## config.mk

```make
export PLATFORM = sky130hd
export DESIGN_NAME = i2r_fifo
export DESIGN_NICKNAME = d
export VERILOG_FILES = /design/src/rtl/core/i2r_pkg.sv /design/src/rtl/core/i2r_fifo.sv
export SDC_FILE = /design/constraint.sdc
export NUM_CORES = 1
export LEC_CHECK = 0
export ABC_AREA = 1
export BUFFER_PORTS_ARGS = -buffer_cell sky130_fd_sc_hd__buf_4
export CELL_PAD_IN_SITES_DETAIL_PLACEMENT = 1
export CELL_PAD_IN_SITES_GLOBAL_PLACEMENT = 1
export CORE_MARGIN = 10
export CORE_UTILIZATION = 30
export CTS_CLUSTER_DIAMETER = 40
export DETAILED_ROUTE_END_ITERATION = 6
export PLACE_DENSITY_LB_ADDON = 0.1
export REMOVE_ABC_BUFFERS = 1
export SYNTH_ARGS = -nofsm -noshare
export SYNTH_HDL_FRONTEND = slang
export SYNTH_SLANG_ARGS = --single-unit
```

## constraint.sdc

```tcl
create_clock -name clk -period 13.9 [get_ports clk]
set_input_delay 2.085 -clock clk [delete_from_list [all_inputs] [get_ports clk]]
set_output_delay 2.085 -clock clk [all_outputs]
set_load 0.005 [all_outputs]
```

## src/rtl/core/i2r_pkg.sv

```systemverilog
// types, register map and small tables of the im2row descriptor generator
// no dependencies
`default_nettype none

package i2r_pkg;

    localparam int ADDR_W     = 48;
    localparam int PADDR_W    = 6;
    localparam int FIFO_DEPTH = 4;
    localparam int FIFO_AW    = $clog2(FIFO_DEPTH);

    // register indexes, one 64-bit slot each
    localparam logic [2:0] REG_IMAGE_HEIGHT = 3'd0;
    localparam logic [2:0] REG_IMAGE_WIDTH  = 3'd1;
    localparam logic [2:0] REG_CHANNELS     = 3'd2;
    localparam logic [2:0] REG_KERNEL_SIZE  = 3'd3;
    localparam logic [2:0] REG_ELEM_LOG2    = 3'd4;
    localparam logic [2:0] REG_SOURCE_BASE  = 3'd5;
    localparam logic [2:0] REG_DEST_BASE    = 3'd6;

    typedef struct packed {
        logic [7:0] batch_index;
        logic [9:0] out_row;
        logic [9:0] out_col;
    } pos_t;

    typedef struct packed {
        logic [ADDR_W-1:0] src_addr;
        logic [ADDR_W-1:0] dst_addr;
        logic [15:0]       length_bytes;
        logic              zero_fill;
        logic              last;
    } desc_t;

    // configuration after clamping plus values derived from it
    typedef struct packed {
        logic [10:0]       hc;
        logic [10:0]       wc;
        logic [10:0]       cc;
        logic [1:0]        pad;
        logic [1:0]        sh;
        logic [13:0]       pix_bytes;
        logic [21:0]       wcc;
        logic [16:0]       rowlen;
        logic [16:0]       run_len;
        logic [12:0]       padwp;
        logic [ADDR_W-1:0] src_base;
        logic [ADDR_W-1:0] dst_base;
    } cfg_t;

    // one classified position waiting for the back end
    typedef struct packed {
        logic [ADDR_W-1:0] dst_off;
        logic [ADDR_W-1:0] tl_off;
        logic              interior;
        logic [9:0]        out_row;
        logic [9:0]        out_col;
    } ent_t;

    // side squared for a given padding
    function automatic logic [5:0] sq_of_pad(input logic [1:0] pad);
        logic [5:0] sq;
        case (pad)
            2'd0:    sq = 6'd1;
            2'd1:    sq = 6'd9;
            2'd2:    sq = 6'd25;
            default: sq = 6'd49;
        endcase
        return sq;
    endfunction

endpackage

`default_nettype wire

```

## src/rtl/core/i2r_fifo.sv

```systemverilog
// short queue of classified positions between front and back end
// depends on i2r_pkg
`default_nettype none

module i2r_fifo (
    input  wire logic     clk,
    input  wire logic     rst_n,
    input  wire logic     push,
    input  wire i2r_pkg::ent_t push_data,
    output logic          full,
    input  wire logic     pop,
    output logic          nonempty,
    output i2r_pkg::ent_t pop_data
);
    import i2r_pkg::*;

    ent_t               mem_reg [FIFO_DEPTH];
    logic [FIFO_AW-1:0] wr_ptr_reg, rd_ptr_reg;
    logic [FIFO_AW:0]   count_reg;
    logic               do_push, do_pop;

    assign full     = (count_reg == (FIFO_AW + 1)'(FIFO_DEPTH));
    assign nonempty = (count_reg != '0);
    assign pop_data = mem_reg[rd_ptr_reg];
    assign do_push  = push && !full;
    assign do_pop   = pop && nonempty;

    always_ff @(posedge clk or negedge rst_n)
    begin
        if (!rst_n)
        begin
            wr_ptr_reg <= '0;
            rd_ptr_reg <= '0;
            count_reg  <= '0;
        end
        else
        begin
            if (do_push)
            begin
                wr_ptr_reg <= wr_ptr_reg + 1'b1;
            end
            if (do_pop)
            begin
                rd_ptr_reg <= rd_ptr_reg + 1'b1;
            end
            if (do_push && !do_pop)
            begin
                count_reg <= count_reg + 1'b1;
            end
            else if (do_pop && !do_push)
            begin
                count_reg <= count_reg - 1'b1;
            end
        end
    end

    always_ff @(posedge clk)
    begin
        if (do_push)
        begin
            mem_reg[wr_ptr_reg] <= push_data;
        end
    end

endmodule

`default_nettype wire

```

==> impl_metrics.tcl <==
set metrics [dict create \
    multi_input_area_sq_mm 0.00337 \
    htree_levels 3 \
    period_share_pct 43.2 \
    clk_pin_slew_worst_paths_ns 0.05 \
    fmax_mhz 166 \
    drc 0 \
    rows 92 \
    grt_overflow_total 0 \
    timing.setup.tns_ns 0 \
    r2r_slack_ns 10.83 \
    timing_worst_slew_pin_value_ns 1.01 \
    synth_top_area_share_pct 73.7 \
    cap_violations 0 \
    fillerInstances 6632 \
    cp.arrival_ns 3.92 \
    design.core.area_sq_mm 0.0630 \
    ctsHoldBuffers 0 \
    dr.first_iter.drc_count 534 \
    timing.final.hold_violations 0 \
    ys.flop_type "edfxtp_1" \
    utilization_pct 38.8 \
    min_period_ns 6.01 \
    die_h_um 272 \
    final_nets 1817 \
    cts_tree "yes" \
    cp-start-kind "flip-flop" \
    syn_inst 1425 \
    fin_cells 2608 \
    grt_pass1_wl_um 74000 \
    p_leak_nw 9.70 \
    busiest_layer "met2" \
    ys_warn_count 0 \
    required_ns 11.81 \
    cts_sinks 475 \
    vdd_drop_max_v 0.000172 \
    maxSlewHeadroom_pct 33.0 \
    io_buffers 239 \
    drtPass1Iterations 4 \
    path_max_fanout 150 \
    clockBufferDepth 3 \
    routabilityCongestion 0.694 \
    antenna_found_initial 4 \
    syn-mean-instance-area_sq_um 13.4 \
    dpl.hpwl_um 28200 \
    use_met1_pct 15.5 \
    hold_path_class "flip-flop to flip-flop" \
    drive_gt1_share_pct 23.2 \
    cts_made_buffers 85 \
    grt_pass1_vias 12360 \
    grt_max_degree 151 \
    synthArstFlopShare_pct 1.47 \
    rsz0062_at_grt "no" \
    cts_setup_buffers 0 \
    synth_most_common_cell "edfxtp_1" \
    crit_type "flip-flop to output port" \
    clock_skew_ns 0.0160 \
    p_total_mw 5.65 \
    met3_usage_pct 3.59 \
    synthTopCellsByArea "edfxtp_1 74%, o211ai_1 8.8%, nand2_1 7.3%" \
    use_met2_pct 21.9 \
    dr_total_vias 11588 \
    via_per_inst 4.44 \
    synth_cell_types 18 \
    ys_seq_elements 475 \
    largest_reg_flops 468 \
    finalMaxSlewViolations 0 \
    cts_resized 0 \
    wl_per_cell_um 18.5 \
    track_usage_pct 12.9 \
    wirelength_um 48300 \
    yosysTopAreaCell "edfxtp_1" \
    synth_area_sq_mm 0.0191 \
    area_growth_pct 28.0 \
    pwr_density_cell_mw_per_mm2 231 \
    synth_edf_count 468 \
    ant_nets 0 \
    dp_cells 2449 \
    setup.worst_path.end_class "output port" \
    status "finished clean" \
    root_buffer "clkbuf_16" \
    synth_commonest_cells "468 x edfxtp_1, 369 x nand2_1, 248 x inv_1" \
    ios 240 \
    finalSetupViolCount 0 \
    die_width_um 272 \
    seq_area_frac_synth_pct 74.6 \
    clkLatencyLatePin_ns 0.60 \
    seq_area_sq_mm 0.0142 \
    dieArea_sq_mm 0.0740 \
    start_util_pct 30.3 \
]
==> final timing paths <==
path,depth (start not counted),to,start
setup / recovery,7,pop_data[77],rd_ptr_reg[0]
hold / removal,2,count_reg[2],count_reg[2]
setup reg to reg,5,mem_reg[3][41],count_reg[0]
hold reg to reg,2,count_reg[2],count_reg[2]
max in group asynchronous,1,rd_ptr_reg[1],rst_n
min in group asynchronous,1,wr_ptr_reg[1],rst_n
==> routing by layer <==
layer  up-vias  routed length, um
met3        97               2470
met5         -                 16
met2       235              23700
li1       5556                  -
met1      5696              20900
met4         4               1220
==> cell families after synthesis <==
logic type / synth area share [%]
flip-flops: 74.6
AO/OA/AOI/OAI: 9.50
AND/OR/NAND/NOR: 7.56
adder cells (fa/ha/maj): 0.433
buffers and inverters: 7.85
XOR/XNOR: 0.0459
==> report_power, final <==
part	total, mW	internal, mW	switching [mW]	leakage (nW)
clock network	2.05	1.33	0.720	1.36
logic	1.64	0.608	1.03	3.97
registers	1.95	1.89	0.0620	4.37
total	5.65	3.83	1.82	9.70
==> metrics by stage <==
stage | setup slack [ns] | area [sq um] | hold slack (ns)
final | 7.89 | 24400 | 0.510
after global routing | 7.43 | 24400 | 0.530
after CTS | 7.77 | 24400 | 0.509
after detailed placement | 8.44 | 21500 | 0.497
after global placement | 8.49 | 21500 | 0.489
after floorplan | 6.21 | 18500 | 0.463
==> cells in the final DEF (no fill, tap or decap), drive strengths merged <==
| master | n |
|---|---|
| edfxtp | 468 |
| nand3 | 7 |
| clkbuf | 97 |
| diode | 2 |
| inv | 257 |
| o21ai | 1 |
| buf | 255 |
| clkinv | 29 |
| o211ai | 234 |
| nand2 | 369 |
| xnor2 | 1 |
| ha | 5 |
| bufinv | 10 |
| nor2 | 4 |
| nand4 | 1 |
| clkinvlp | 14 |
| fa | 1 |
| dfrtp | 7 |
==> worst max-delay path, stage by stage (launching register included) <==
cell and delay (ns):
dfrtp_1 0.44, inv_8 0.53, buf_4 0.79, buf_4 0.88, nand2_1 0.13, o211ai_1 0.13
nand2_1 0.12, buf_4 0.16
==> final cells by class <==
class                           count  share of cell area [%]
Sequential cell                   475                    58.3
Multi-Input combinational cell    623                    13.8
Inverter                          250                    3.88
Clock buffer                       97                    9.02
Antenna cell                        2                  0.0205
Tap cell                          846                    4.34
Clock inverter                     60                    2.79
Timing Repair Buffer              255                    7.84
Power figures use the tool's default switching activity.
