`config.mk`:
```
export PLATFORM = sky130hd
export DESIGN_NAME = i2r_front
export DESIGN_NICKNAME = d
export VERILOG_FILES = /design/src/rtl/core/i2r_pkg.sv /design/src/rtl/core/i2r_front.sv
export SDC_FILE = /design/constraint.sdc
export NUM_CORES = 2
export LEC_CHECK = 0
export BUFFER_PORTS_ARGS = -buffer_cell sky130_fd_sc_hd__buf_2
export CORE_MARGIN = 2
export CORE_UTILIZATION = 45
export CTS_BUF_LIST = sky130_fd_sc_hd__clkbuf_8
export DETAILED_ROUTE_END_ITERATION = 10
export PLACE_DENSITY_LB_ADDON = 0.05
export SYNTH_ARGS = -nofsm -noshare
export SYNTH_HDL_FRONTEND = slang
export SYNTH_SLANG_ARGS = --single-unit
```
`constraint.sdc`:
```
create_clock -name clk -period 14 [get_ports clk]
set_input_delay 4.2 -clock clk [delete_from_list [all_inputs] [get_ports clk]]
set_output_delay 4.2 -clock clk [all_outputs]
set_load 0.05 [all_outputs]
```
`src/rtl/core/i2r_pkg.sv`:
```
// types, register map and small tables of the im2row descriptor generator
// no dependencies
`default_nettype none

package i2r_pkg;

    localparam int ADDR_W     = 48;
    localparam int PADDR_W    = 6;
    localparam int FIFO_DEPTH = 4;
    localparam int FIFO_AW    = $clog2(FIFO_DEPTH);

    // register indexes, one 64-bit slot each
    localparam logic [2:0] REG_IMAGE_HEIGHT = 3'd0;
    localparam logic [2:0] REG_IMAGE_WIDTH  = 3'd1;
    localparam logic [2:0] REG_CHANNELS     = 3'd2;
    localparam logic [2:0] REG_KERNEL_SIZE  = 3'd3;
    localparam logic [2:0] REG_ELEM_LOG2    = 3'd4;
    localparam logic [2:0] REG_SOURCE_BASE  = 3'd5;
    localparam logic [2:0] REG_DEST_BASE    = 3'd6;

    typedef struct packed {
        logic [7:0] batch_index;
        logic [9:0] out_row;
        logic [9:0] out_col;
    } pos_t;

    typedef struct packed {
        logic [ADDR_W-1:0] src_addr;
        logic [ADDR_W-1:0] dst_addr;
        logic [15:0]       length_bytes;
        logic              zero_fill;
        logic              last;
    } desc_t;

    // configuration after clamping plus values derived from it
    typedef struct packed {
        logic [10:0]       hc;
        logic [10:0]       wc;
        logic [10:0]       cc;
        logic [1:0]        pad;
        logic [1:0]        sh;
        logic [13:0]       pix_bytes;
        logic [21:0]       wcc;
        logic [16:0]       rowlen;
        logic [16:0]       run_len;
        logic [12:0]       padwp;
        logic [ADDR_W-1:0] src_base;
        logic [ADDR_W-1:0] dst_base;
    } cfg_t;

    // one classified position waiting for the back end
    typedef struct packed {
        logic [ADDR_W-1:0] dst_off;
        logic [ADDR_W-1:0] tl_off;
        logic              interior;
        logic [9:0]        out_row;
        logic [9:0]        out_col;
    } ent_t;

    // side squared for a given padding
    function automatic logic [5:0] sq_of_pad(input logic [1:0] pad);
        logic [5:0] sq;
        case (pad)
            2'd0:    sq = 6'd1;
            2'd1:    sq = 6'd9;
            2'd2:    sq = 6'd25;
            default: sq = 6'd49;
        endcase
        return sq;
    endfunction

endpackage

`default_nettype wire

```
`src/rtl/core/i2r_front.sv`:
```
// front end: takes positions, computes base offsets and classifies the window
// depends on i2r_pkg
`default_nettype none

module i2r_front (
    input  wire logic   clk,
    input  wire logic   rst_n,
    input  wire logic   pos_valid,
    output logic        pos_ready,
    input  wire i2r_pkg::pos_t pos,
    input  wire i2r_pkg::cfg_t cfg,
    output logic        ent_valid,
    output i2r_pkg::ent_t ent,
    input  wire logic   ent_full
);
    import i2r_pkg::*;

    logic en;

    logic a_v_reg, b_v_reg, c_v_reg, d_v_reg;

    pos_t        a_pos_reg;
    logic [19:0] b_row_reg;
    logic [19:0] b_row_next;
    logic [9:0]  b_h_reg, b_w_reg;
    logic        b_int_reg;
    logic        b_int_next;
    logic [31:0] c_p0_reg;
    logic [31:0] c_p0_next;
    logic [9:0]  c_h_reg, c_w_reg;
    logic        c_int_reg;
    ent_t        d_ent_reg;
    ent_t        d_ent_next;

    logic [10:0]        h11, w11, pad11;
    logic signed [32:0] tl_pix;
    logic signed [44:0] tl_prod;

    // the whole pipe holds while its last stage cannot push
    assign en        = !d_v_reg || !ent_full;
    assign pos_ready = en;
    assign ent_valid = d_v_reg;
    assign ent       = d_ent_reg;

    always_comb
    begin
        h11   = {1'b0, a_pos_reg.out_row};
        w11   = {1'b0, a_pos_reg.out_col};
        pad11 = 11'(cfg.pad);
        b_row_next = 20'(a_pos_reg.batch_index) * 20'(cfg.hc) + 20'(a_pos_reg.out_row);
        b_int_next = (h11 >= pad11) && (h11 + pad11 < cfg.hc)
                  && (w11 >= pad11) && (w11 + pad11 < cfg.wc);
    end

    assign c_p0_next = 32'(b_row_reg) * 32'(cfg.wc) + 32'(b_w_reg);

    // top-left tap of the window in elements, may be negative at a border
    always_comb
    begin
        tl_pix  = $signed({1'b0, c_p0_reg}) - $signed({20'd0, cfg.padwp});
        tl_prod = tl_pix * $signed({1'b0, cfg.cc});
        d_ent_next.dst_off  = 48'(c_p0_reg) * 48'(cfg.rowlen);
        d_ent_next.tl_off   = {{3{tl_prod[44]}}, tl_prod};
        d_ent_next.interior = c_int_reg;
        d_ent_next.out_row  = c_h_reg;
        d_ent_next.out_col  = c_w_reg;
    end

    always_ff @(posedge clk or negedge rst_n)
    begin
        if (!rst_n)
        begin
            a_v_reg <= 1'b0;
            b_v_reg <= 1'b0;
            c_v_reg <= 1'b0;
            d_v_reg <= 1'b0;
        end
        else if (en)
        begin
            a_v_reg <= pos_valid;
            b_v_reg <= a_v_reg;
            c_v_reg <= b_v_reg;
            d_v_reg <= c_v_reg;
        end
    end

    always_ff @(posedge clk)
    begin
        if (en)
        begin
            a_pos_reg <= pos;
            b_row_reg <= b_row_next;
            b_h_reg   <= a_pos_reg.out_row;
            b_w_reg   <= a_pos_reg.out_col;
            b_int_reg <= b_int_next;
            c_p0_reg  <= c_p0_next;
            c_h_reg   <= b_h_reg;
            c_w_reg   <= b_w_reg;
            c_int_reg <= b_int_reg;
            d_ent_reg <= d_ent_next;
        end
    end

endmodule

`default_nettype wire

```
==> results.md <==
* Cell chosen for the clock root: clkbuf_8
* Asr flop ratio synth at 1.67%
* Post-Synthesis Cell Area at 0.0486 sq mm
* Cell mode on critical path: fa_1
* Ys flop type: edfxtp_1
* Chip height at 333 um
* DRC at 0
* Clock sinks at 240
* Min-delay worst type: reg -> reg
* Status: complete, no violations
* Die Width at 333 um
* Drt total wl at 119000 um
* Worst path arrival time at 12.99 ns
* Slowest-stage cell, CP: a211oi_2
* Post-synthesis sequential area ratio at 14.8%
* Syn avg cell area at 9.41 sq um
* Syn. warnings at 0
* Min Clock Period, post-route at 12.54 ns
* Final-stage net count at 6880
* IO Pins at 367
* Post-Syn Instances at 5159
* 1st-iter DRT viols at 1586
* GP Congestion at 0.822
* Drt via density at 5.06
* Final Cycle Share at 89.6%
* # port buffers at 215
* Worst EP required at 14.44 ns
* Placeable Area at 0.107 sq mm
* Post-CTS Setup Bufs at 0
* DP Cell Count at 6601
* CTS tree: built
* Row count at 120
* Worst-Skew Late Latency at 0.75 ns
* Max reg flops at 114
* CP startpoint: cfg[98]
* Crit path max fanout at 11
* Hold Violations, Final at 0
* Clock-pin transition on the worst setup and hold timing paths at 0.08 ns
* Post-CTS resize count at 0
* Clock Skews at 0.0544 ns
* Final setup fails at 0
* Slowest stage delay, CP at 0.62 ns
* RSZ-0062 raised after global routing: no
* Most frequent cells in the layout: inv_1, fa_1, nand2_1, ha_1, and2_1
* Layout cell share with drive strength beyond 1 at 7.03%
* Hold_buf cts at 0
* CTS buffer count at 49
* Syn nets at 6790
* Max Freq at 79.7 MHz
* DP HPWL at 92900 um
* Htree depth at 2
* GRT Overall Usage at 22.4%
* CP Capture Type: flop
* Commonest non-fill, non-tap cell in the layout: inv_1
* Setup Crit Path Kind: in -> reg
* Max-slew headroom at 40.2%
* DR WL/cell at 17.8 um
* Worst Setup Start Kind: input port
* Vias in the first global route at 36300
* Antenna Violating Nets Remaining at 0
* Post-synth EDFFs at 236
* GRT overflow at 0
* First-pass GRT wire length at 195000 um
* Pins Over Slew Limit at 0
* Routed vias at 33800
* Synthesis-to-layout area growth at 6.99%
* Largest net degree at the start of global routing at 60
* Longest Clk Path Bufs at 3
* Max-cap viol count at 0
* Hold Startpoint: c_w_reg[6]
* Final Non-Filler Cells at 6686
* Register bit total from synthesis at 240
* Worst-Margin Slew at 0.894 ns
* Initial Util at 45.4%
* Pre-antenna DRT Iters at 7
* Antenna violations before repair at 7
* Synth cell types at 69
* Die ar. at 0.111 sq mm
* RR Startpoint: c_p0_reg[3]
* Setup TNS at 0 ns
## critical path: cells and delay by family
| family | cells | cell delay (ns) |
|---|---|---|
| AOI/OAI and AO/OA | 8 | 2.46 |
| xor gates and xnor gates | 2 | 0.27 |
| and+or+nand+nor | 10 | 2.08 |
| buffers and inverters | 7 | 0.71 |
| adders and majority gates | 7 | 3.24 |
## metrics by stage
step           setup WS [ns]  hold WS (ns)  utilization, %  cell area, sq um
2_1_floorplan          0.254         0.400               -             48600
3_5_place_dp           0.962         0.405            47.6             51000
5_1_grt                0.947         0.420            48.5             52000
6_report                1.46         0.414            48.5             52000
3_3_place_gp           0.999         0.401            47.6             51000
4_1_cts                 1.69         0.418            48.5             52000
## Yosys cell counts, types with 18 or more instances
master	instances	area share, %
nor2_1	96	0.74
inv_1	1160	9.0
clkbuf_1	216	1.7
o21bai_1	18	0.28
edfxtp_1	236	15
xnor2_1	118	2.1
ha_1	382	9.8
nand2_1	929	7.2
xor2_1	46	0.83
o21ai_0	75	0.77
and2_1	348	4.5
a21oi_1	121	1.2
nor2b_1	45	0.58
nand4_1	18	0.23
nand3_1	30	0.31
a21o_1	63	0.97
fa_1	1001	41
nor3_1	24	0.25
nand2b_1	28	0.36
## cell families after synthesis
kind of cell | count (synthesis) | synth area share [%]
muxes | 5 | 0.111
adders and majority gates | 1383 | 51.1
xor gates and xnor gates | 164 | 2.96
AOI/OAI and AO/OA | 392 | 5.14
and+or+nand+nor | 1569 | 14.9
DFF | 240 | 14.8
buffers and inverters | 1406 | 10.9
## path summary, 6_finish.rpt
kind                             end  cells past startpoint  slack (ns)
max                          ent[65]                     34        1.46
min                           ent[6]                      0        0.41
max reg2reg                  ent[65]                     31        4.37
min reg2reg                   ent[6]                      0        0.41
max in group asynchronous  ent_valid                      1       10.60
min in group asynchronous    a_v_reg                      1        3.29
## metal layers
layer  track usage [%]  share of wire [%]
met5                 0              0.022
met4              5.55                2.5
met3              3.29                4.8
met2              39.1                 50
met1              29.2                 43
## cell type report
class	count	area, sq um
tap	1403	1760
clock inverter	34	313
multi-input combinational	3513	36100
fill	10400	55100
sequential	240	7190
inverter	1160	4350
clock buffer	49	674
antenna	2	5.00
timing repair buffer	285	1600
Power is not shown: default switching activity piles up to over one toggle a cycle in this logic, so the estimate is an artifact.
