==> src/rtl/core/i2r_pkg.sv <==
// types, register map and small tables of the im2row descriptor generator
// no dependencies
`default_nettype none

package i2r_pkg;

    localparam int ADDR_W     = 48;
    localparam int PADDR_W    = 6;
    localparam int FIFO_DEPTH = 4;
    localparam int FIFO_AW    = $clog2(FIFO_DEPTH);

    // register indexes, one 64-bit slot each
    localparam logic [2:0] REG_IMAGE_HEIGHT = 3'd0;
    localparam logic [2:0] REG_IMAGE_WIDTH  = 3'd1;
    localparam logic [2:0] REG_CHANNELS     = 3'd2;
    localparam logic [2:0] REG_KERNEL_SIZE  = 3'd3;
    localparam logic [2:0] REG_ELEM_LOG2    = 3'd4;
    localparam logic [2:0] REG_SOURCE_BASE  = 3'd5;
    localparam logic [2:0] REG_DEST_BASE    = 3'd6;

    typedef struct packed {
        logic [7:0] batch_index;
        logic [9:0] out_row;
        logic [9:0] out_col;
    } pos_t;

    typedef struct packed {
        logic [ADDR_W-1:0] src_addr;
        logic [ADDR_W-1:0] dst_addr;
        logic [15:0]       length_bytes;
        logic              zero_fill;
        logic              last;
    } desc_t;

    // configuration after clamping plus values derived from it
    typedef struct packed {
        logic [10:0]       hc;
        logic [10:0]       wc;
        logic [10:0]       cc;
        logic [1:0]        pad;
        logic [1:0]        sh;
        logic [13:0]       pix_bytes;
        logic [21:0]       wcc;
        logic [16:0]       rowlen;
        logic [16:0]       run_len;
        logic [12:0]       padwp;
        logic [ADDR_W-1:0] src_base;
        logic [ADDR_W-1:0] dst_base;
    } cfg_t;

    // one classified position waiting for the back end
    typedef struct packed {
        logic [ADDR_W-1:0] dst_off;
        logic [ADDR_W-1:0] tl_off;
        logic              interior;
        logic [9:0]        out_row;
        logic [9:0]        out_col;
    } ent_t;

    // side squared for a given padding
    function automatic logic [5:0] sq_of_pad(input logic [1:0] pad);
        logic [5:0] sq;
        case (pad)
            2'd0:    sq = 6'd1;
            2'd1:    sq = 6'd9;
            2'd2:    sq = 6'd25;
            default: sq = 6'd49;
        endcase
        return sq;
    endfunction

endpackage

`default_nettype wire

==> src/rtl/core/i2r_regs.sv <==
// configuration registers on the apb port and registered derived values
// depends on i2r_pkg
`default_nettype none

module i2r_regs #(
    parameter int MAX_KERNEL   = 7,
    parameter int MAX_DIM      = 1024,
    parameter int MAX_CHANNELS = 1024
) (
    input  wire logic                        clk,
    input  wire logic                        rst_n,
    input  wire logic                        psel,
    input  wire logic                        penable,
    input  wire logic                        pwrite,
    input  wire logic [i2r_pkg::PADDR_W-1:0] paddr,
    input  wire logic [63:0]                 pwdata,
    output logic      [63:0]                 prdata,
    output i2r_pkg::cfg_t                    cfg
);
    import i2r_pkg::*;

    localparam logic [1:0] PAD_MAX = 2'((MAX_KERNEL - 1) / 2);

    logic [10:0]       height_reg;
    logic [10:0]       width_reg;
    logic [10:0]       chan_reg;
    logic [2:0]        ksize_reg;
    logic [1:0]        elog2_reg;
    logic [ADDR_W-1:0] src_base_reg;
    logic [ADDR_W-1:0] dst_base_reg;
    cfg_t              cfg_reg;
    cfg_t              cfg_next;

    logic       wr;
    logic [2:0] idx;
    logic [1:0] pad_raw;
    logic [2:0] side;

    assign wr  = psel & penable & pwrite;
    assign idx = paddr[PADDR_W-1:3];

    always_ff @(posedge clk or negedge rst_n)
    begin
        if (!rst_n)
        begin
            height_reg   <= 11'd1;
            width_reg    <= 11'd1;
            chan_reg     <= 11'd1;
            ksize_reg    <= 3'd3;
            elog2_reg    <= 2'd0;
            src_base_reg <= '0;
            dst_base_reg <= '0;
        end
        else if (wr)
        begin
            unique case (idx)
                REG_IMAGE_HEIGHT: height_reg   <= pwdata[10:0];
                REG_IMAGE_WIDTH:  width_reg    <= pwdata[10:0];
                REG_CHANNELS:     chan_reg     <= pwdata[10:0];
                REG_KERNEL_SIZE:  ksize_reg    <= pwdata[2:0];
                REG_ELEM_LOG2:    elog2_reg    <= pwdata[1:0];
                REG_SOURCE_BASE:  src_base_reg <= pwdata[ADDR_W-1:0];
                REG_DEST_BASE:    dst_base_reg <= pwdata[ADDR_W-1:0];
                default:          ;
            endcase
        end
    end

    always_comb
    begin
        unique case (idx)
            REG_IMAGE_HEIGHT: prdata = 64'(height_reg);
            REG_IMAGE_WIDTH:  prdata = 64'(width_reg);
            REG_CHANNELS:     prdata = 64'(chan_reg);
            REG_KERNEL_SIZE:  prdata = 64'(ksize_reg);
            REG_ELEM_LOG2:    prdata = 64'(elog2_reg);
            REG_SOURCE_BASE:  prdata = 64'(src_base_reg);
            REG_DEST_BASE:    prdata = 64'(dst_base_reg);
            default:          prdata = '0;
        endcase
    end

    // even sizes round down to odd, zero acts as 1, capped at the largest kernel
    always_comb
    begin
        pad_raw = (ksize_reg == 3'd0) ? 2'd0 : 2'((ksize_reg - 3'd1) >> 1);
        cfg_next.pad = (pad_raw > PAD_MAX) ? PAD_MAX : pad_raw;
        side = {cfg_next.pad, 1'b1};
        cfg_next.hc = (32'(height_reg) > 32'(MAX_DIM)) ? 11'(MAX_DIM) : height_reg;
        cfg_next.wc = (32'(width_reg) > 32'(MAX_DIM)) ? 11'(MAX_DIM) : width_reg;
        cfg_next.cc = (32'(chan_reg) > 32'(MAX_CHANNELS)) ? 11'(MAX_CHANNELS) : chan_reg;
        cfg_next.sh = elog2_reg;
        cfg_next.pix_bytes = 14'(cfg_next.cc) << elog2_reg;
        cfg_next.wcc = 22'(cfg_next.wc) * 22'(cfg_next.cc);
        cfg_next.rowlen = 17'(sq_of_pad(cfg_next.pad)) * 17'(cfg_next.cc);
        cfg_next.run_len = 17'(side) * 17'(cfg_next.pix_bytes);
        cfg_next.padwp = 13'(cfg_next.pad) * 13'(cfg_next.wc) + 13'(cfg_next.pad);
        cfg_next.src_base = src_base_reg;
        cfg_next.dst_base = dst_base_reg;
    end

    always_ff @(posedge clk)
    begin
        cfg_reg <= cfg_next;
    end

    assign cfg = cfg_reg;

endmodule

`default_nettype wire

==> config.mk <==
export PLATFORM = sky130hd
export DESIGN_NAME = i2r_regs
export DESIGN_NICKNAME = d
export VERILOG_FILES = /design/src/rtl/core/i2r_pkg.sv /design/src/rtl/core/i2r_regs.sv
export SDC_FILE = /design/constraint.sdc
export NUM_CORES = 1
export LEC_CHECK = 0
export BUFFER_PORTS_ARGS = -buffer_cell sky130_fd_sc_hd__clkbuf_2
export CAP_MARGIN = 20
export CORE_MARGIN = 2
export CORE_UTILIZATION = 60
export DETAILED_ROUTE_END_ITERATION = 16
export GPL_TIMING_DRIVEN = 0
export HOLD_SLACK_MARGIN = 0.15
export PLACE_DENSITY_LB_ADDON = 0.2
export SYNTH_ARGS = -nofsm -noshare
export SYNTH_HDL_FRONTEND = slang
export SYNTH_SLANG_ARGS = --single-unit
==> constraint.sdc <==
create_clock -name clk -period 16.7 [get_ports clk]
set_clock_uncertainty 0.15 [all_clocks]
set_input_delay 0.835 -clock clk [delete_from_list [all_inputs] [get_ports clk]]
set_output_delay 0.835 -clock clk [all_outputs]
set_load 0.02 [all_outputs]
==> impl_metrics.env <==
export IMPL_tritoncts="yes"
export IMPL_synth_avg_cell_area_um2=10.9
export IMPL_ant_nets=0
export IMPL_ys_warn_count=0
export IMPL_cts_hold_buf=1
export IMPL_path_class="reg -> reg"
export IMPL_synth_seq_area_share_pct=42.6
export IMPL_clk_latency_ns=0.54
export IMPL_synth_cell_types=60
export IMPL_antenna_found_initial=0
export IMPL_wl_um=43300
export IMPL_yosysMostFrequentCell="dfxtp_1"
export IMPL_p_total_mw=2.82
export IMPL_vias=13200
export IMPL_regToRegSetupSlack_ns=9.65
export IMPL_synth_top_area_share_pct=23.8
export IMPL_die_y_um=177
export IMPL_h_tree_depth=2
export IMPL_synth_top_cell_by_area="dfxtp_1"
export IMPL_grt_max_degree=86
export IMPL_dpl_hpwl_um=32700
export IMPL_vdd_drop_max_mv=0.0991
export IMPL_whs_endpoint="cfg[47]$_DFF_P_"
export IMPL_drive_gt1_share_pct=27.9
export IMPL_p_per_area_mw_per_mm2=133
export IMPL_required_ns=17.00
export IMPL_cp_end_kind="flip-flop"
export IMPL_drv_slew=0
export IMPL_hold_viol=0
export IMPL_fin_tns_setup_ns=0
export IMPL_cts_clk_slew_worst_paths_ns=0.06
export IMPL_fp_dieW_um=177
export IMPL_fmax_mhz=142
export IMPL_rr_endpoint="cfg[161]$_DFF_P_"
export IMPL_cts_made_buffers=36
export IMPL_area_growth_pct=19.1
export IMPL_fill_cells=2190
export IMPL_setup_viol=0
export IMPL_drc_errors=0
export IMPL_numPortBuffers=316
export IMPL_clock_path_buffers=3
export IMPL_initial_core_util_pct=60.6
export IMPL_drtPass1Iterations=7
export IMPL_grt_total_usage_pct=28.0
export IMPL_cts_setup_buffers=0
export IMPL_crit_path_max_incr_delay_ns=0.62
export IMPL_ys_top_cells_by_count="212 x dfxtp_1, 162 x inv_1, 136 x mux2_2"
export IMPL_synthCells=1637
export IMPL_ioPinCount=355
export IMPL_core_mm2=0.0295
export IMPL_viasPerCell=5.44
export IMPL_cpMostUsedCell="fa_1"
export IMPL_synth_top_flop_cell="dfxtp_1"
export IMPL_grt_pass1_wl_um=69100
export IMPL_fin_util_pct=72.1
export IMPL_async_flop_share_pct=38.7
export IMPL_final_nets=2323
export IMPL_reg2reg_from="chan_reg[10]$_DFFE_PN0P_"
export IMPL_min_delay_path_class="reg -> reg"
export IMPL_cp_num_buf_inv=8
export IMPL_rows=63
export IMPL_crit_slowest_cell="o41ai_1"
export IMPL_gpl_final_weighted_congestion=0.916
export IMPL_grt_pass1_vias=13500
export IMPL_tightestPinTransition_ns=0.766
export IMPL_largest_reg_flops=212
export IMPL_fin_crit_sh_pct=42.2
export IMPL_syn_cell_area_mm2=0.0179
export IMPL_cts_resized_gates=0
export IMPL_worstRegToRegCells=22
export IMPL_critical_path_cell_chain="buf_2 > clkinv_1 > clkbuf_1 > nand2_1 > inv_1 > clkbuf_1 > nand2_1 > fa_1 > fa_1 > inv_1 > fa_1 > fa_1 > inv_1 > fa_1 > inv_1 > ha_1 > nand2_1 > nor3_1 > o41ai_1 > o21ai_1 > o31ai_1 > xnor2_1"
export IMPL_hold_depth=0
export IMPL_path_delay_family="adder cells"
export IMPL_crit_path_start_kind="flip-flop"
export IMPL_drt_initial_drc_count=706
export IMPL_die_area_mm2=0.0312
export IMPL_p_leak_nw=10.9
export IMPL_min_delay_start="dst_base_reg[47]$_DFFE_PN0P_"
export IMPL_cp_max_fo=11
export IMPL_ys_ff_latch=346
export IMPL_grt_ovfl_total=0
export IMPL_synth_edf_count=0
export IMPL_period_minus_slack_ns=7.05
export IMPL_cts_root_buf="clkbuf_16"
export IMPL_synth_area_leaders="dfxtp_1 24%, dfrtp_1 18%, fa_1 13%, ha_1 9.0%, mux2_2 8.6%"
export IMPL_rsz0062_at_grt="no"
export IMPL_status="finished, final reports clean"
export IMPL_crit_arrival_ns=7.35
export IMPL_drv_cap=0
export IMPL_diodes=0
export IMPL_relSlewSlack_pct=48.9
export IMPL_routedWlPerCell_um=17.8
export IMPL_numClockSinks=346
how the worst max path moves through the flow:
| stage | from | endpoint | slack [ns] | depth (start not counted) |
|---|---|---|---|---|
| floorplan | chan_reg[10]$_DFFE_PN0P_ | cfg[162]$_DFF_P_ | 10.89 | 22 |
| global placement | chan_reg[10]$_DFFE_PN0P_ | cfg[161]$_DFF_P_ | 9.89 | 22 |
| detailed placement | chan_reg[10]$_DFFE_PN0P_ | cfg[161]$_DFF_P_ | 9.84 | 22 |
| CTS | chan_reg[10]$_DFFE_PN0P_ | cfg[161]$_DFF_P_ | 9.80 | 22 |
| global route | chan_reg[10]$_DFFE_PN0P_ | cfg[161]$_DFF_P_ | 9.36 | 22 |
| finish | chan_reg[10]$_DFFE_PN0P_ | cfg[161]$_DFF_P_ | 9.65 | 22 |
stage by stage:
stage / hold slack [ns] / std cells / setup WS [ns] / instance area, µm²
after floorplan: 0.192 / 1652 / 10.89 / 17900
after global placement: 0.201 / 2358 / 9.89 / 20000
after detailed placement: 0.217 / 2359 / 9.84 / 20000
after CTS: 0.229 / 2426 / 9.80 / 21300
after global routing: 0.241 / 2426 / 9.36 / 21300
final: 0.234 / 2426 / 9.65 / 21300
cells in the final DEF (no fill, tap or decap), types with 5 or more instances in the layout:
master,n
clkbuf_2,315
a21oi_1,53
inv_1,162
fa_1,112
a21o_1,12
o21ai_0,22
nor4_1,5
mux2i_1,20
dfstp_2,5
xor2_1,10
a22o_1,38
and3_1,8
buf_2,17
dfrtp_1,129
clkinv_2,8
a22oi_1,10
clkinv_1,8
clkbuf_8,7
nand2_1,133
nand3_1,10
nor2_1,119
o21a_1,11
nor2b_1,21
xnor2_1,29
mux2_2,136
buf_4,22
ha_1,128
nand2b_1,20
conb_1,16
nor3_1,14
a211oi_1,14
dfxtp_1,212
nand4_1,5
clkbuf_1,56
a31oi_1,6
and2_1,48
clkbuf_16,36
layout make-up:
class | count | area, µm² | share of cell area (%)
Buffer | 92 | 449 | 2.11
Clock buffer | 47 | 1000 | 4.71
Clock inverter | 19 | 236 | 1.11
Inverter | 170 | 638 | 3.00
Multi-Input combinational cell | 1044 | 9220 | 43.4
Sequential cell | 346 | 7600 | 35.8
Tap cell | 390 | 488 | 2.29
Timing Repair Buffer | 318 | 1630 | 7.65
power breakdown:
group          switching, mW  internal [mW]  leakage [nW]  total [mW]
Sequential            0.0915           1.01          3.46        1.11
Clock                  0.341          0.492         0.615       0.833
Combinational          0.561          0.319          6.82       0.880
Total                  0.993           1.83          10.9        2.82
cell families (layout without fill, tap and decap cells):
kind of cell / after synthesis / after routing / share of synthesized area [%]
muxes: 159 / 159 / 10.1
DFF: 346 / 346 / 42.6
and+or+nand+nor: 396 / 396 / 10.2
other: 1 / 16 / 0.0210
xor gates and xnor gates: 39 / 39 / 1.91
buffers and inverters: 262 / 646 / 6.09
AOI/OAI and AO/OA: 194 / 194 / 7.57
adders and majority gates: 240 / 240 / 21.5
routing by layer:
layer	track usage, %	wire length, µm	up-vias
li1	-	-	6112
met1	35.2	17300	6410
met2	47.5	21200	539
met3	6.14	3180	125
met4	10.6	1550	0
met5	0	0	-
Note: power is estimated with default switching activity, not from simulation.
