--- src/rtl/core/i2r_pkg.sv ---
// types, register map and small tables of the im2row descriptor generator
// no dependencies
`default_nettype none

package i2r_pkg;

    localparam int ADDR_W     = 48;
    localparam int PADDR_W    = 6;
    localparam int FIFO_DEPTH = 4;
    localparam int FIFO_AW    = $clog2(FIFO_DEPTH);

    // register indexes, one 64-bit slot each
    localparam logic [2:0] REG_IMAGE_HEIGHT = 3'd0;
    localparam logic [2:0] REG_IMAGE_WIDTH  = 3'd1;
    localparam logic [2:0] REG_CHANNELS     = 3'd2;
    localparam logic [2:0] REG_KERNEL_SIZE  = 3'd3;
    localparam logic [2:0] REG_ELEM_LOG2    = 3'd4;
    localparam logic [2:0] REG_SOURCE_BASE  = 3'd5;
    localparam logic [2:0] REG_DEST_BASE    = 3'd6;

    typedef struct packed {
        logic [7:0] batch_index;
        logic [9:0] out_row;
        logic [9:0] out_col;
    } pos_t;

    typedef struct packed {
        logic [ADDR_W-1:0] src_addr;
        logic [ADDR_W-1:0] dst_addr;
        logic [15:0]       length_bytes;
        logic              zero_fill;
        logic              last;
    } desc_t;

    // configuration after clamping plus values derived from it
    typedef struct packed {
        logic [10:0]       hc;
        logic [10:0]       wc;
        logic [10:0]       cc;
        logic [1:0]        pad;
        logic [1:0]        sh;
        logic [13:0]       pix_bytes;
        logic [21:0]       wcc;
        logic [16:0]       rowlen;
        logic [16:0]       run_len;
        logic [12:0]       padwp;
        logic [ADDR_W-1:0] src_base;
        logic [ADDR_W-1:0] dst_base;
    } cfg_t;

    // one classified position waiting for the back end
    typedef struct packed {
        logic [ADDR_W-1:0] dst_off;
        logic [ADDR_W-1:0] tl_off;
        logic              interior;
        logic [9:0]        out_row;
        logic [9:0]        out_col;
    } ent_t;

    // side squared for a given padding
    function automatic logic [5:0] sq_of_pad(input logic [1:0] pad);
        logic [5:0] sq;
        case (pad)
            2'd0:    sq = 6'd1;
            2'd1:    sq = 6'd9;
            2'd2:    sq = 6'd25;
            default: sq = 6'd49;
        endcase
        return sq;
    endfunction

endpackage

`default_nettype wire

--- src/rtl/core/i2r_back.sv ---
// back end: walks the kernel window and issues one descriptor a cycle unless desc_ready stalls
// depends on i2r_pkg
`default_nettype none

module i2r_back #(
    parameter int ADDR_BITS = 48
) (
    input  wire logic      clk,
    input  wire logic      rst_n,
    input  wire i2r_pkg::cfg_t cfg,
    input  wire logic      ent_valid,
    input  wire i2r_pkg::ent_t ent,
    output logic           ent_pop,
    output logic           desc_valid,
    input  wire logic      desc_ready,
    output i2r_pkg::desc_t desc
);
    import i2r_pkg::*;

    localparam int MASK_W = (ADDR_BITS < ADDR_W) ? ADDR_BITS : ADDR_W;
    localparam logic [ADDR_W-1:0] ADDR_MASK = {ADDR_W{1'b1}} >> (ADDR_W - MASK_W);

    logic               act_reg;
    logic               out_v_reg;
    desc_t              out_reg;
    desc_t              out_next;
    logic               int_reg;
    logic [2:0]         ii_reg, jj_reg;
    logic signed [11:0] r_reg, c_reg, c0_reg;
    logic [ADDR_W-1:0]  row_reg, cur_reg, dst_reg;

    logic               gen, done, load;
    logic [2:0]         last_idx;
    logic               row_end, last_tap, tap_in;
    logic [ADDR_W-1:0]  src_off, src_full;
    logic [16:0]        step;
    logic [15:0]        len;
    logic signed [11:0] r_init, c_init;

    always_comb
    begin
        last_idx = {cfg.pad, 1'b0};
        row_end  = (jj_reg == last_idx);
        last_tap = (ii_reg == last_idx) && (int_reg || row_end);
        tap_in   = !r_reg[11] && (r_reg[10:0] < cfg.hc)
                && !c_reg[11] && (c_reg[10:0] < cfg.wc);
        src_off  = int_reg ? row_reg : cur_reg;
        src_full = cfg.src_base + (src_off << cfg.sh);
        // destination advances by the full run, the length field keeps 16 bits
        step     = int_reg ? cfg.run_len : 17'(cfg.pix_bytes);
        len      = step[15:0];

        out_next.src_addr     = (int_reg || tap_in) ? (src_full & ADDR_MASK) : '0;
        out_next.dst_addr     = dst_reg & ADDR_MASK;
        out_next.length_bytes = len;
        out_next.zero_fill    = !int_reg && !tap_in;
        out_next.last         = last_tap;

        r_init = $signed({2'b00, ent.out_row}) - $signed({10'd0, cfg.pad});
        c_init = $signed({2'b00, ent.out_col}) - $signed({10'd0, cfg.pad});
    end

    // the next queued position loads in the cycle the previous one ends
    assign gen     = act_reg && (!out_v_reg || desc_ready);
    assign done    = gen && last_tap;
    assign load    = ent_valid && (!act_reg || done);
    assign ent_pop = load;

    assign desc_valid = out_v_reg;
    assign desc       = out_reg;

    always_ff @(posedge clk or negedge rst_n)
    begin
        if (!rst_n)
        begin
            act_reg   <= 1'b0;
            out_v_reg <= 1'b0;
        end
        else
        begin
            if (load)
            begin
                act_reg <= 1'b1;
            end
            else if (done)
            begin
                act_reg <= 1'b0;
            end
            if (gen)
            begin
                out_v_reg <= 1'b1;
            end
            else if (desc_ready)
            begin
                out_v_reg <= 1'b0;
            end
        end
    end

    always_ff @(posedge clk)
    begin
        if (gen)
        begin
            out_reg <= out_next;
        end
        if (load)
        begin
            int_reg <= ent.interior;
            ii_reg  <= 3'd0;
            jj_reg  <= 3'd0;
            r_reg   <= r_init;
            c_reg   <= c_init;
            c0_reg  <= c_init;
            row_reg <= ent.tl_off;
            cur_reg <= ent.tl_off;
            dst_reg <= cfg.dst_base + (ent.dst_off << cfg.sh);
        end
        else if (gen && !last_tap)
        begin
            dst_reg <= dst_reg + 48'(step);
            if (int_reg)
            begin
                ii_reg  <= ii_reg + 3'd1;
                row_reg <= row_reg + 48'(cfg.wcc);
            end
            else if (row_end)
            begin
                // wrap to the first tap of the next kernel row
                ii_reg  <= ii_reg + 3'd1;
                jj_reg  <= 3'd0;
                r_reg   <= r_reg + 12'sd1;
                c_reg   <= c0_reg;
                row_reg <= row_reg + 48'(cfg.wcc);
                cur_reg <= row_reg + 48'(cfg.wcc);
            end
            else
            begin
                jj_reg  <= jj_reg + 3'd1;
                c_reg   <= c_reg + 12'sd1;
                cur_reg <= cur_reg + 48'(cfg.cc);
            end
        end
    end

endmodule

`default_nettype wire

--- config.mk ---
export PLATFORM = sky130hd
export DESIGN_NAME = i2r_back
export DESIGN_NICKNAME = d
export VERILOG_FILES = /design/src/rtl/core/i2r_pkg.sv /design/src/rtl/core/i2r_back.sv
export SDC_FILE = /design/constraint.sdc
export NUM_CORES = 1
export LEC_CHECK = 0
export ABC_AREA = 0
export BUFFER_PORTS_ARGS = -buffer_cell sky130_fd_sc_hd__buf_4
export CAP_MARGIN = 20
export CORE_MARGIN = 2
export CORE_UTILIZATION = 63
export DETAILED_ROUTE_END_ITERATION = 8
export GPL_ROUTABILITY_DRIVEN = 0
export PLACE_DENSITY = 0.88
export SLEW_MARGIN = 10
export SYNTH_ARGS = -nofsm -noshare
export SYNTH_HDL_FRONTEND = slang
export SYNTH_SLANG_ARGS = --single-unit
--- constraint.sdc ---
create_clock -name clk -period 22.1 [get_ports clk]
set_clock_uncertainty 0.2 [all_clocks]
set_input_delay 3.315 -clock clk [delete_from_list [all_inputs] [get_ports clk]]
set_output_delay 3.315 -clock clk [all_outputs]
set_load 0.01 [all_outputs]
==> results of run 1 <==
-- cells by family after synthesis --
| kind of cell | count (synthesis) |
|---|---|
| mux | 169 |
| buf+inv | 202 |
| compound gates | 696 |
| flops | 302 |
| fa+ha+maj | 179 |
| simple gates | 817 |
| xor+xnor | 244 |
-- cell usage in the layout (no fill, tap or decap), types with 12 or more instances in the layout --
cell       instances
nor3_1            37
mux2i_1           15
nand2b_1          23
nor2_1           248
mux4_2            90
a211oi_1          18
mux2_2            63
ha_1             172
xnor2_1          130
nand4_1           43
o211ai_1          23
o21bai_1          21
o21ai_1           14
o21a_1            19
edfxtp_1         294
nand3_1           65
o21ai_0          141
inv_1             84
or3_1             17
a21o_1            81
buf_4            440
a31oi_1           20
a221oi_1          14
nand2_1          233
clkbuf_16         37
and4_1            12
and3_1            37
nor2b_1           22
xor2_1           114
and2_1            19
a21oi_1          238
-- how the worst max path moves through the flow --
stage / slack [ns] / startpoint / cells after the start / endpoint
floorplan: 10.85 / desc_ready / 4 / row_reg[0]
finish: 12.68 / cfg[182] / 8 / ent_pop
CTS: 12.67 / cfg[182] / 8 / ent_pop
global placement: 12.72 / cfg[182] / 8 / ent_pop
detailed placement: 12.66 / cfg[182] / 8 / ent_pop
global route: 12.55 / cfg[182] / 8 / ent_pop
-- power by group --
part | switching, mW | internal (mW)
Clock | 0.234 | 0.329
Combinational | 1.06 | 0.804
Sequential | 0.173 | 0.958
Total | 1.47 | 2.09
-- layout make-up --
class | count | share of cell area (%)
repair buffers | 442 | 11.0
clock buffers | 48 | 3.20
multi-input cells | 2105 | 52.3
flip-flops and latches | 302 | 29.8
inverters | 86 | 1.08
diodes | 8 | 0.0662
well taps | 525 | 2.17
clock inverters | 11 | 0.356
-- layer usage --
metal / global-route usage, % / vias up / part of all wire (%)
li1: - / 10600 / -
met1: 41.7 / 11000 / 36
met2: 59.3 / 1349 / 49
met3: 6.02 / 311 / 9.7
met4: 18.4 / 4 / 5.4
met5: 0 / - / 0.044
==> qor.csv, run 1 <==
metric;value;unit
placed instance count;3459;
relative slew slack;38.6;%
CP Capture Type;output port;
Cells after Synth;2609;
count of state elements after synthesis;302;
Die Span Y;205;um
Critical Path AT;5.91;ns
actual slew at the worst max-slew pin;0.917;ns
clock slew at reported path FFs;0.06;ns
layout cells sized above 1;23.7;%
clk root buf;clkbuf_16;
FF/Latch Area;0.00900;sq mm
Yosys top cell by area;edfxtp_1;
Port Buffers;422;
compound-cell area share of the yosys netlist;17.7;%
Area Growth Syn to Fin;18.2;%
RSZ-0062 raised after global routing;no;
Static Leak;12.2;nW
Top Family by Delay on Critical Path;buffers and inverters;
Remaining Overflow, GRT;0;
Post-Layout Cell Count;3527;
Resize count post-CTS;0;
r2r worst-path depth;15;
DP Worst Slack;12.66;ns
Initial Util;64.1;%
syn_nets;3125;
largest net degree at the start of global routing;80;
HPWL after detailed placement;55800;um
Num CTS Buffers;34;
CP peak stage delay;0.68;ns
largest family of logic cells by synthesized area;compound AO/OA/AOI/OAI gates;
outcome;complete, no violations;
std cell rows;73;
vias per inst;6.59;
total negative slack;0;ns
Critical Path Fanout Max;75;
Cell Area, Synth;0.0256;sq mm
Placed Area;0.0291;sq mm
largest cells by area after synthesis;edfxtp_1 35%, ha_1 8.4%, mux4_2 7.9%;
Mapped Avg Cell Area;9.80;sq um
peak supply drop;0.0725;mV
vias in the first global route;22600;
CTS tree;yes;
most numerous cell in the Yosys netlist;edfxtp_1;
Post-synth EDFFs;294;
Pwr Total;3.56;mW
reg2reg end;dst_reg[34];
CTS Hold Bufs;0;
Post-Route WL;74700;um
Tmin final;9.42;ns
post-synthesis simple-gate area fraction;15.3;%
Worst Hold Endpoint;desc[33];
Routed Antenna Nets;0;
Total GRT Usage;34.6;%
vias;23200;
Slowest cell on crit path;inv_4;
# IOs;453;
Clock Latency Late Sink;0.54;ns
hold_sp;dst_reg[15];
clock sinks;302;
setup ws final;12.68;ns
post-route design area;0.0302;sq mm
initial antenna violation count;7;
clock tree buffer depth;3;
Multi-input gate area;0.0158;sq mm
Layout Nets;3487;
Fill cells;2650;
Async S/R FF share, synth;0.662;%
top cell type's share of synthesized area;34.5;%
Final Hold Violating Endpoints;0;
maximum clock rate;106;MHz
Final setup viols;0;
Post-synth top cells;294 x edfxtp_1, 248 x nor2_1, 239 x a21oi_1;
reg2reg start;int_reg;
DRC Markers;0;
Core Region;0.0399;sq mm
drt pass-1 iters;6;
Yosys cell types;100;
Setup Fix Bufs, Post-CTS;0;
WS Path Type;input port to output port;
Critical Path RT;18.59;ns
warnings from Yosys;0;
Seq/Total Area, Yosys;35.2;%
r2r setup slk;16.74;ns
WL/cell;21.2;um
Worst Hold Margin;0.256;ns
max reg flops;114;
Iter 0 DRT Violations;2190;
Hold WC Path Type;register to register;
Power Dens Cells;118;mW/mm^2
Buf/Inv on CP;3;
Die X;205;um
H-Tree Depth;2;
Worst Hold Depth;0;
post-synthesis adder-cell area fraction;8.96;%
Die Area;0.0422;sq mm
Slew Limit Fails;0;
first-pass GRT wire length;116000;um
# Max-Cap Violations;0;
crit path cell chain;buf_4 > xor2_1 > or3_1 > a21oi_2 > a21bo_1 > nand2_4 > inv_4 > buf_4;
Synth Area in XOR/XNOR;8.36;%
utilization after layout;75.7;%
startpoint types;input port;
crit share post-route;42.6;%
Synth Flop Type;edfxtp_1;
post-synthesis mux area share;11.3;%
Top cell by count, worst path;buf_4;
(Power assumes the default switching activity.)
==> run 2: changes to the inputs <==
--- a/config.mk
+++ b/config.mk
@@ -9,10 +9,10 @@
 export BUFFER_PORTS_ARGS = -buffer_cell sky130_fd_sc_hd__buf_4
 export CAP_MARGIN = 20
 export CORE_MARGIN = 2
-export CORE_UTILIZATION = 63
+export CORE_UTILIZATION = 52
 export DETAILED_ROUTE_END_ITERATION = 8
 export GPL_ROUTABILITY_DRIVEN = 0
-export PLACE_DENSITY = 0.88
+export PLACE_DENSITY = 0.78
 export SLEW_MARGIN = 10
 export SYNTH_ARGS = -nofsm -noshare
 export SYNTH_HDL_FRONTEND = slang
==> constraint.sdc (replaced) <==
create_clock -name clk -period 7.6 [get_ports clk]
set_clock_uncertainty 0.2 [all_clocks]
set_input_delay 1.14 -clock clk [delete_from_list [all_inputs] [get_ports clk]]
set_output_delay 1.14 -clock clk [all_outputs]
set_load 0.01 [all_outputs]
==> qor.csv, run 2 (synthesis gave the netlist of run 1 again) <==
metric;value;unit;change
outcome;complete, no violations;;
clk root buf;clkbuf_16;;
Post-Layout Cell Count;3665;;+3.9%
Port Buffers;422;;unchanged
initial antenna violation count;4;;-3
Clock Latency Late Sink;0.55;ns;about the same
Setup Fix Bufs, Post-CTS;0;;unchanged
Die X;226;um;+9.9%
r2r setup slk;2.51;ns;-14.23 ns
Slew Limit Fails;0;;unchanged
first-pass GRT wire length;117000;um;+0.76%
drt pass-1 iters;7;;+1
CTS Hold Bufs;0;;unchanged
Power Dens Cells;340;mW/mm^2;+190%
vias per inst;6.17;;-6.3%
maximum clock rate;189;MHz;
Area Growth Syn to Fin;19.1;%;
Post-Route WL;74600;um;about the same
WL/cell;20.4;um;-3.8%
WS Path Type;input port to register;;
H-Tree Depth;2;;unchanged
Critical Path Fanout Max;51;;-32%
commonest non-fill, non-tap cells in the layout;440 x buf_4, 294 x edfxtp_1, 247 x nor2_1;;
max reg flops;114;;unchanged
Core Region;0.0487;sq mm;+22%
Remaining Overflow, GRT;0;;unchanged
DRC Markers;0;;unchanged
placed instance count;3598;;+4.0%
total negative slack;0;ns;unchanged
vias in the first global route;22100;;-2.3%
HPWL after detailed placement;57000;um;+2.2%
# Max-Cap Violations;0;;unchanged
Die Area;0.0510;sq mm;+21%
peak supply drop;0.194;mV;+170%
Final setup viols;0;;unchanged
Layout Nets;3488;;+0.029%
RSZ-0062 raised after global routing;no;;
r2r worst-path depth;13;;-2
Tmin final;5.29;ns;
layout cells sized above 1;24.0;%;+0.28 points
Die Span Y;226;um;+9.9%
Routed Antenna Nets;0;;unchanged
Iter 0 DRT Violations;2045;;-6.6%
CTS tree;yes;;
Resize count post-CTS;0;;unchanged
reg2reg start;int_reg;;
crit share post-route;69.6;%;
Hold WC Path Type;input port to asynchronous set/reset pin;;
vias;22600;;-2.7%
startpoint types;input port;;
Final Hold Violating Endpoints;0;;unchanged
clock slew at reported path FFs;0.06;ns;about the same
utilization after layout;62.5;%;-13 points
std cell rows;81;;+11%
reg2reg end;desc[99];;
clock tree buffer depth;3;;unchanged
# IOs;453;;unchanged
actual slew at the worst max-slew pin;0.977;ns;+0.0601 ns
Num CTS Buffers;35;;+2.9%
Critical Path RT;7.66;ns;-10.93 ns
Pwr Total;10.4;mW;+190%
commonest non-fill, non-tap cell in the layout;buf_4;;
clock sinks;302;;unchanged
relative slew slack;34.8;%;-3.8 points
Static Leak;12.3;nW;+0.24%
Critical Path AT;5.35;ns;-0.56 ns
CP Capture Type;register;;
Initial Util;52.5;%;-12 points
largest net degree at the start of global routing;83;;+3.8%
Total GRT Usage;28.9;%;-5.8 points
==> run 2: cell type report <==
cell class	count	area (sq um)
fill	3878	18300
multi-input combinational	2105	15800
sequential	302	9000
timing repair buffer	442	3330
clock buffer	41	920
tap	664	831
inverter	86	325
clock inverter	21	233
antenna	4	10.0
==> run 2: worst max-delay path, cell delays in order <==
cell and delay, ns:
buf_4 0.56, buf_12 0.38, mux4_2 0.55, ha_1 0.41
a21oi_1 0.26, o21ai_0 0.22, nor4b_1 0.50, a211o_1 0.28
a31oi_1 0.14, a21oi_1 0.42, o21ai_1 0.19, xnor2_1 0.16
mux2i_1 0.08
==> run 2: where the power goes <==
group	internal (mW)	total, mW	switching [mW]
sequential	2.79	3.28	0.489
combinational	2.33	5.36	3.03
clock	1.01	1.74	0.728
total	6.13	10.4	4.24
==> run 2: how the worst max path moves through the flow <==
stage,start,to,slack [ns],cells past startpoint
after floorplan,desc_ready,row_reg[0],1.37,4
after global routing,cfg[179],dst_reg[40],2.09,13
after CTS,cfg[182],ent_pop,2.42,8
after global placement,cfg[182],cur_reg[38],2.09,10
final,cfg[179],dst_reg[40],2.31,13
after detailed placement,cfg[179],dst_reg[40],1.95,13
==> run 2: layer usage <==
metal / wire length [um] / vias up / GRT usage (%)
met5: 28 / - / 0
met3: 6590 / 199 / 4.76
met2: 35400 / 1108 / 48.9
li1: - / 10500 / -
met4: 3400 / 4 / 12.6
met1: 29200 / 10800 / 36.3
==> run 2: per-stage QoR <==
| step | cell area, sq um | hold slack (ns) | setup slack, ns |
|---|---|---|---|
| finish | 30500 | 0.178 | 2.31 |
| global route | 30500 | 0.153 | 2.09 |
| CTS | 30400 | 0.149 | 2.42 |
| detailed placement | 29300 | 0.249 | 1.95 |
| global placement | 29300 | 0.236 | 2.09 |
| floorplan | 25600 | 0.231 | 1.37 |
